==> config.mk <==
export PLATFORM = sky130hd
export DESIGN_NAME = cpu_utilization_sampler
export DESIGN_NICKNAME = d
export VERILOG_FILES = /design/src/rtl/cus_pkg.sv /design/src/rtl/cpu_utilization_sampler.sv
export SDC_FILE = /design/constraint.sdc
export NUM_CORES = 2
export LEC_CHECK = 0
export ABC_CLOCK_PERIOD_IN_PS = 15450
export BUFFER_PORTS_ARGS = -buffer_cell sky130_fd_sc_hd__buf_2
export CORE_MARGIN = 3
export CORE_UTILIZATION = 55
export CTS_BUF_LIST = sky130_fd_sc_hd__clkbuf_2 sky130_fd_sc_hd__clkbuf_4 sky130_fd_sc_hd__clkbuf_8
export CTS_CLUSTER_DIAMETER = 100
export DETAILED_ROUTE_END_ITERATION = 6
export PLACE_DENSITY_LB_ADDON = 0.2
export SETUP_SLACK_MARGIN = 0.05
export SLEW_MARGIN = 10
export SYNTH_ARGS = -nofsm -noshare
export SYNTH_HDL_FRONTEND = slang
export SYNTH_SLANG_ARGS = --single-unit
==> constraint.sdc <==
create_clock -name aclk -period 15.45 [get_ports aclk]
set_input_delay 0.7725 -clock aclk [delete_from_list [all_inputs] [get_ports aclk]]
set_output_delay 0.7725 -clock aclk [all_outputs]
set_load 0.1 [all_outputs]
==> src/rtl/cus_pkg.sv <==
// Shared constants, field layout and status mapping for the CPU utilization sampler.
`default_nettype none

package cus_pkg;

    localparam int CNT_N     = 8;
    localparam int CNT_W     = 64;
    localparam int IDX_W     = 3;
    localparam int SUM_W     = 67;
    localparam int NUM_W     = 75;
    localparam int STAT_W    = 2;
    localparam int TIME_IN_W = 48;
    localparam int PCT_W     = 7;
    localparam int ERR_W     = 3;

    localparam int IDLE_IDX   = 3;
    localparam int IOWAIT_IDX = 4;

    localparam int S_TDATA_W = 568;
    localparam int S_STAT_LO = 512;
    localparam int S_TIME_LO = 514;

    localparam int M_TDATA_W = 112;

    localparam logic OP_SAMPLE  = 1'b0;
    localparam logic OP_RESTART = 1'b1;

    localparam logic [STAT_W-1:0] ST_OK         = 2'd0;
    localparam logic [STAT_W-1:0] ST_MISSING    = 2'd1;
    localparam logic [STAT_W-1:0] ST_MALFORMED  = 2'd2;
    localparam logic [STAT_W-1:0] ST_UNREADABLE = 2'd3;

    localparam logic [ERR_W-1:0] ERR_NONE       = 3'd0;
    localparam logic [ERR_W-1:0] ERR_UNREADABLE = 3'd1;
    localparam logic [ERR_W-1:0] ERR_MISSING    = 3'd2;
    localparam logic [ERR_W-1:0] ERR_MALFORMED  = 3'd3;
    localparam logic [ERR_W-1:0] ERR_CNT_RESET  = 3'd4;

    localparam logic [PCT_W-1:0] PCT_MAX = 7'd100;

    function automatic logic [ERR_W-1:0] err_of_status(input logic [STAT_W-1:0] st);
        logic [ERR_W-1:0] e;
        unique case (st)
            ST_MISSING:   e = ERR_MISSING;
            ST_MALFORMED: e = ERR_MALFORMED;
            default:      e = ERR_UNREADABLE;
        endcase
        return e;
    endfunction

endpackage

`default_nettype wire

==> src/rtl/cpu_utilization_sampler.sv <==
// Top level: CPU utilization sampler with counter memory, delta sweep and percent divider.
`default_nettype none

// Each accepted sample that yields a percentage passes through accept, the
// sweep through the counter memory, the error check, the S_MUL and S_ADD
// states that form the rounded numerator, the restoring divide and the post
// of the result; a restart or an error result skips the numerator and divide
// steps. The sweep is set by the single read and write port of the 8 x 64
// counter memory, one counter per cycle; the divide yields one quotient bit
// per cycle. A new sample is taken while the previous result still waits in
// the output register.
module cpu_utilization_sampler #(
    parameter int TIME_WIDTH = 48
) (
    input  wire                            aclk,
    input  wire                            aresetn,
    input  wire                            s_tvalid,
    output logic                           s_tready,
    // user, nice, system, idle, iowait, irq, softirq, steal ticks (64 each),
    // sample_status (2), sample_time_ms (48), zero pad (6)
    input  wire  [cus_pkg::S_TDATA_W-1:0]  s_tdata,
    // opcode (1)
    input  wire                            s_tuser,
    output logic                           m_tvalid,
    input  wire                            m_tready,
    // available (1), percent (7), interval_ms (48), error_code (3),
    // failure_since_ms (48), zero pad (5)
    output logic [cus_pkg::M_TDATA_W-1:0]  m_tdata,
    // baseline_only (1)
    output logic                           m_tuser
);

    localparam int TW = (TIME_WIDTH < cus_pkg::TIME_IN_W) ? TIME_WIDTH : cus_pkg::TIME_IN_W;

    localparam logic [2:0] S_IDLE  = 3'd0;
    localparam logic [2:0] S_SWEEP = 3'd1;
    localparam logic [2:0] S_MUL   = 3'd2;
    localparam logic [2:0] S_ADD   = 3'd3;
    localparam logic [2:0] S_DIV   = 3'd4;
    localparam logic [2:0] S_DONE  = 3'd5;

    logic [2:0] state_reg, state_next;

    logic [cus_pkg::CNT_W-1:0]  mem [cus_pkg::CNT_N];
    logic [cus_pkg::CNT_N-1:0]  mem_vld_reg;
    logic [cus_pkg::CNT_W-1:0]  rd_data_reg;
    logic                       rd_vld_reg;
    logic [cus_pkg::IDX_W-1:0]  rd_addr;
    logic                       mem_we;

    logic [cus_pkg::CNT_W-1:0]  cur_reg [cus_pkg::CNT_N];
    logic                       op_reg;
    logic [cus_pkg::STAT_W-1:0] st_reg;
    logic [TW-1:0]              t_reg;

    logic [cus_pkg::IDX_W-1:0]  idx_reg;
    logic                       back_reg;
    logic [cus_pkg::SUM_W-1:0]  total_reg;
    logic [cus_pkg::SUM_W-1:0]  active_reg;
    logic [cus_pkg::NUM_W-1:0]  num_reg;
    logic [cus_pkg::NUM_W-1:0]  dv_reg;
    logic [cus_pkg::PCT_W-1:0]  q_reg;
    logic [2:0]                 step_reg;

    logic [cus_pkg::STAT_W-1:0] prev_status_reg;
    logic [TW-1:0]              prev_time_reg;
    logic [cus_pkg::ERR_W-1:0]  fail_code_reg;
    logic [TW-1:0]              fail_since_reg;

    logic                       m_tvalid_reg;
    logic [cus_pkg::M_TDATA_W-1:0] m_tdata_reg;
    logic                       m_tuser_reg;

    logic                       accept;
    logic                       post;
    logic [cus_pkg::CNT_W-1:0]  prev_cnt;
    logic [cus_pkg::CNT_W-1:0]  cur_cnt;
    logic [cus_pkg::CNT_W-1:0]  delta;
    logic                       busy_idx;
    logic                       total_zero;
    logic                       can_divide;
    logic [cus_pkg::ERR_W-1:0]  err;
    logic [TW-1:0]              win;
    logic [TW-1:0]              since_out;

    assign accept   = s_tvalid && s_tready;
    assign s_tready = (state_reg == S_IDLE);
    assign post     = (state_reg == S_DONE) && (!m_tvalid_reg || m_tready);

    assign m_tvalid = m_tvalid_reg;
    assign m_tdata  = m_tdata_reg;
    assign m_tuser  = m_tuser_reg;

    assign prev_cnt = rd_vld_reg ? rd_data_reg : '0;
    assign cur_cnt  = cur_reg[idx_reg];
    assign delta    = cur_cnt - prev_cnt;
    assign busy_idx = (idx_reg != cus_pkg::IDX_W'(cus_pkg::IDLE_IDX)) &&
                      (idx_reg != cus_pkg::IDX_W'(cus_pkg::IOWAIT_IDX));
    assign total_zero = (total_reg == '0);

    always_comb begin
        priority if (prev_status_reg != cus_pkg::ST_OK) begin
            err = cus_pkg::err_of_status(prev_status_reg);
        end else if (st_reg != cus_pkg::ST_OK) begin
            err = cus_pkg::err_of_status(st_reg);
        end else if (back_reg) begin
            err = cus_pkg::ERR_CNT_RESET;
        end else if (total_zero) begin
            err = cus_pkg::ERR_MALFORMED;
        end else begin
            err = cus_pkg::ERR_NONE;
        end
    end

    assign can_divide = (op_reg == cus_pkg::OP_SAMPLE) && (err == cus_pkg::ERR_NONE);
    assign win        = t_reg - prev_time_reg;
    assign since_out  = (fail_code_reg != err) ? t_reg : fail_since_reg;

    assign rd_addr = (state_reg == S_SWEEP) ? (idx_reg + 1'b1) : '0;
    assign mem_we  = (state_reg == S_SWEEP);

    always_ff @(posedge aclk) begin
        if (mem_we) begin
            mem[idx_reg] <= cur_cnt;
        end
        rd_data_reg <= mem[rd_addr];
    end

    always_ff @(posedge aclk) begin
        if (!aresetn) begin
            mem_vld_reg <= '0;
            rd_vld_reg  <= 1'b0;
        end else begin
            if (mem_we) begin
                mem_vld_reg[idx_reg] <= 1'b1;
            end
            rd_vld_reg <= mem_vld_reg[rd_addr];
        end
    end

    always_comb begin
        state_next = state_reg;
        unique case (state_reg)
            S_IDLE:  if (accept) state_next = S_SWEEP;
            S_SWEEP: if (idx_reg == '1) state_next = S_DONE;
            S_MUL:   state_next = S_ADD;
            S_ADD:   state_next = S_DIV;
            S_DIV:   if (step_reg == 3'd6) state_next = S_DONE;
            S_DONE:  if (post) state_next = S_IDLE;
            default: state_next = S_IDLE;
        endcase
        if (state_reg == S_DONE && step_reg == 3'd0 && can_divide) begin
            state_next = S_MUL;
        end
    end

    always_ff @(posedge aclk) begin
        if (!aresetn) begin
            state_reg <= S_IDLE;
        end else begin
            state_reg <= state_next;
        end
    end

    always_ff @(posedge aclk) begin
        unique case (state_reg)
            S_IDLE: begin
                if (accept) begin
                    for (int i = 0; i < cus_pkg::CNT_N; i++) begin
                        cur_reg[i] <= s_tdata[i*cus_pkg::CNT_W +: cus_pkg::CNT_W];
                    end
                    op_reg     <= s_tuser;
                    st_reg     <= s_tdata[cus_pkg::S_STAT_LO +: cus_pkg::STAT_W];
                    t_reg      <= s_tdata[cus_pkg::S_TIME_LO +: TW];
                    idx_reg    <= '0;
                    back_reg   <= 1'b0;
                    total_reg  <= '0;
                    active_reg <= '0;
                    q_reg      <= '0;
                    step_reg   <= '0;
                end
            end
            S_SWEEP: begin
                idx_reg   <= idx_reg + 1'b1;
                if (cur_cnt < prev_cnt) begin
                    back_reg <= 1'b1;
                end
                total_reg <= total_reg + cus_pkg::SUM_W'(delta);
                if (busy_idx) begin
                    active_reg <= active_reg + cus_pkg::SUM_W'(delta);
                end
            end
            S_MUL: begin
                num_reg <= cus_pkg::NUM_W'({active_reg, 7'b0}) +
                           cus_pkg::NUM_W'({active_reg, 6'b0}) +
                           cus_pkg::NUM_W'({active_reg, 3'b0});
            end
            S_ADD: begin
                num_reg <= num_reg + cus_pkg::NUM_W'(total_reg);
                dv_reg  <= cus_pkg::NUM_W'({total_reg, 7'b0});
            end
            S_DIV: begin
                if (num_reg >= dv_reg) begin
                    num_reg <= num_reg - dv_reg;
                    q_reg   <= {q_reg[cus_pkg::PCT_W-2:0], 1'b1};
                end else begin
                    q_reg   <= {q_reg[cus_pkg::PCT_W-2:0], 1'b0};
                end
                dv_reg   <= dv_reg >> 1;
                step_reg <= step_reg + 1'b1;
            end
            S_DONE: begin
            end
            default: begin
            end
        endcase
    end

    always_ff @(posedge aclk) begin
        if (!aresetn) begin
            prev_status_reg <= cus_pkg::ST_UNREADABLE;
            prev_time_reg   <= '0;
            fail_code_reg   <= cus_pkg::ERR_NONE;
            fail_since_reg  <= '0;
            m_tvalid_reg    <= 1'b0;
        end else begin
            if (post && !(step_reg == 3'd0 && can_divide)) begin
                m_tvalid_reg    <= 1'b1;
                prev_status_reg <= st_reg;
                prev_time_reg   <= t_reg;
                if (op_reg == cus_pkg::OP_RESTART) begin
                    fail_code_reg <= cus_pkg::ERR_NONE;
                end else if (err == cus_pkg::ERR_NONE) begin
                    fail_code_reg <= cus_pkg::ERR_NONE;
                end else if (fail_code_reg != err) begin
                    fail_code_reg  <= err;
                    fail_since_reg <= t_reg;
                end
            end else if (m_tvalid_reg && m_tready) begin
                m_tvalid_reg <= 1'b0;
            end
        end
    end

    always_ff @(posedge aclk) begin
        if (post && !(step_reg == 3'd0 && can_divide)) begin
            if (op_reg == cus_pkg::OP_RESTART) begin
                m_tuser_reg <= 1'b1;
                m_tdata_reg <= '0;
            end else begin
                m_tuser_reg <= 1'b0;
                m_tdata_reg <= {
                    5'b0,
                    (err == cus_pkg::ERR_NONE) ? 48'd0 : 48'(since_out),
                    err,
                    48'(win),
                    q_reg,
                    (err == cus_pkg::ERR_NONE)
                };
            end
        end
    end

    a_restart_zero: assert property (@(posedge aclk) disable iff (!aresetn)
        (m_tvalid && m_tuser) |-> (m_tdata == '0))
        else $error("restart result carries nonzero fields");

    a_avail_clean: assert property (@(posedge aclk) disable iff (!aresetn)
        (m_tvalid && !m_tuser && m_tdata[0]) |->
        (m_tdata[58:56] == cus_pkg::ERR_NONE && m_tdata[106:59] == '0))
        else $error("available result carries an error or failure time");

    a_pct_range: assert property (@(posedge aclk) disable iff (!aresetn)
        m_tvalid |-> (m_tdata[7:1] <= cus_pkg::PCT_MAX))
        else $error("percent above maximum");

    a_err_range: assert property (@(posedge aclk) disable iff (!aresetn)
        (m_tvalid && !m_tuser && !m_tdata[0]) |->
        (m_tdata[58:56] != cus_pkg::ERR_NONE && m_tdata[7:1] == '0))
        else $error("unavailable result without error code");

    a_sweep_fills: assert property (@(posedge aclk) disable iff (!aresetn)
        (state_reg == S_SWEEP && idx_reg == '1) |=> (mem_vld_reg == '1))
        else $error("counter memory not fully written after sweep");

endmodule

`default_nettype wire

==> impl_metrics.env <==
export IMPL_cts_tree="yes"
export IMPL_start_kind="flip-flop"
export IMPL_setup_viol=0
export IMPL_fillers=11900
export IMPL_rows=147
export IMPL_cts_resized=0
export IMPL_critPathKind="reg2reg"
export IMPL_core_region_area_mm2=0.161
export IMPL_synthCells=7814
export IMPL_arrival_ns=10.37
export IMPL_layout_commonest_cell="edfxtp_1"
export IMPL_max_freq_ghz=0.104
export IMPL_end_kind="flip-flop"
export IMPL_dieHeight_um=410
export IMPL_p_per_area_mw_per_mm2=206
export IMPL_fin_cells=11400
export IMPL_synth_seq_area_share_pct=53.5
export IMPL_synth_avg_cell_area_um2=11.5
export IMPL_grt_use_total_pct=32.4
export IMPL_setup_tns_ns=0
export IMPL_die_area_mm2=0.168
export IMPL_fin_skew_ns=0.0822
export IMPL_hold_start="s_tvalid"
export IMPL_wirelength_um=283000
export IMPL_rr_worst_depth=28
export IMPL_h_tree_depth=5
export IMPL_cts_buffers_inserted=289
export IMPL_yosysWarnings=0
export IMPL_initial_core_util_pct=55.6
export IMPL_placed_cell_area_mm2=0.0951
export IMPL_yosysUniqueCellTypes=89
export IMPL_peakVddDrop_v=0.000144
export IMPL_ys_flop_type="edfxtp_1"
export IMPL_wl_per_cell_um=24.8
export IMPL_slew_headroom_pct=14.9
export IMPL_max_stage_delay_ns=0.93
export IMPL_ant_nets=0
export IMPL_drive_gt1_share_pct=16.3
export IMPL_hold_class="in2reg"
export IMPL_timing_hold_ws_ns=0.205
export IMPL_slew_viol_final=0
export IMPL_p_total_mw=21.9
export IMPL_crit_required_ns=16.19
export IMPL_yosysTopAreaCellShare_pct=49.5
export IMPL_leakage_nw=41.2
export IMPL_nNetsFinal=10100
export IMPL_clk_pin_slew_ns=0.06
export IMPL_first_iter_violations=7946
export IMPL_synth_area_leader_cell="edfxtp_1"
export IMPL_dieWidth_um=410
export IMPL_status="complete, but fails checks"
export IMPL_regArea_mm2=0.0481
export IMPL_clock_path_buffers=4
export IMPL_min_path_cells=3
export IMPL_synth_edf_count=1480
export IMPL_maxCapViolCount=0
export IMPL_design_area_mm2=0.106
export IMPL_antenna_found_initial=28
export IMPL_num_vias=70400
export IMPL_layout_common_cells="1,480 x edfxtp_1, 859 x nand2_1, 676 x buf_2"
export IMPL_cp_max_fo=88
export IMPL_clock_sinks=1661
export IMPL_grt_pass1_vias=69400
export IMPL_root_buffer="clkbuf_8"
export IMPL_rsz0062_at_grt="no"
export IMPL_async_flop_share_pct=0
export IMPL_area_growth_syn_to_layout_pct=18.3
export IMPL_grt_max_degree=187
export IMPL_gp_congestion=0.929
export IMPL_multi_input_area_mm2=0.0394
export IMPL_synth_cell_area_mm2=0.0898
export IMPL_hpwl_um=180000
export IMPL_fin_crit_sh_pct=62.4
export IMPL_drt_pass1_iterations=7
export IMPL_place_ws_ns=5.95
export IMPL_worst_path_max_delay_cell="dfxtp_4"
export IMPL_synth_seq_cells=1661
export IMPL_violations="DRC"
export IMPL_grt_first_pass_wirelength_um=418000
export IMPL_clk_latency_ns=1.05
export IMPL_gr_total_overflow=0
export IMPL_setup_ws_ns=5.82
export IMPL_io_pins=688
export IMPL_worst_path_most_repeated_cell="o21ai_0"
export IMPL_hold_violations=0
export IMPL_vias_per_cell=6.17
export IMPL_portBuffers=676
export IMPL_synth_area_top_cells="edfxtp_1 49%, ha_1 6.4%, dfxtp_1 4.0%"
export IMPL_drc=5
export IMPL_place_inst=10300
export IMPL_tightest_slew_ns=1.27
export IMPL_final_util_pct=65.8
export IMPL_period_needed_ns=9.63
[cell usage after synthesis (180+ instances only)]
library cell / number
xor2_1: 180
a21o_1: 277
a21oi_1: 514
nand2_1: 865
clkbuf_1: 344
xnor2_1: 228
nand3_1: 227
inv_1: 257
ha_1: 461
o21ai_0: 394
edfxtp_1: 1480
nor2_1: 491
dfxtp_1: 181
[area by class of cell]
type	count	share of cell area, %
Multi-Input combinational cell	5511	37.1
Clock buffer	395	4.67
Antenna cell	31	0.0730
Inverter	258	0.931
Timing Repair Buffer	1297	8.93
Sequential cell	1661	45.2
Clock inverter	93	0.524
Tap cell	2160	2.54
[final timing paths]
path	endpoint	slack [ns]
setup / recovery	total_reg[66]	5.82
setup reg to reg	total_reg[66]	5.82
hold / removal	state_reg[0]	0.21
hold reg to reg	prev_time_reg[28]	0.47
[cells by family after synthesis]
family          after synthesis  synth area share, %
simple gates               2181                 11.1
other cells                   1              0.00417
flops                      1661                 53.5
fa+ha+maj                   531                 7.98
compound gates             2019                 14.7
buf+inv                     646                 2.75
xor+xnor                    408                 3.98
mux                         367                 5.96
[where the power goes]
part,total (mW),internal (mW),leakage [nW],switching (mW)
Combinational,11.4,4.59,23.0,6.85
Clock,4.06,2.16,2.93,1.90
Sequential,6.41,5.79,15.3,0.617
[what timing repair did]
item	CTS	global route
endpoints found under the setup margin	0	0
setup buffers	0	0
hold endpoints to repair	563	0
hold buffers	563	0
[per-layer routing]
layer,vias to the layer above,track usage [%],routed length [um]
met5,-,0,0
met4,0,13.6,12800
met3,682,5.28,23500
met2,3754,52.0,133000
met1,34100,44.0,114000
li1,31900,-,-
[critical path, delay by kind of cell (launching register included)]
| family | cells | cell delay (ns) |
|---|---|---|
| compound gates | 14 | 4.11 |
| xor+xnor | 1 | 0.40 |
| mux | 2 | 1.19 |
| fa+ha+maj | 2 | 0.65 |
| flops | 1 | 0.93 |
| buf+inv | 2 | 0.85 |
| simple gates | 7 | 0.94 |
Note: power is estimated with default switching activity, not from simulation.
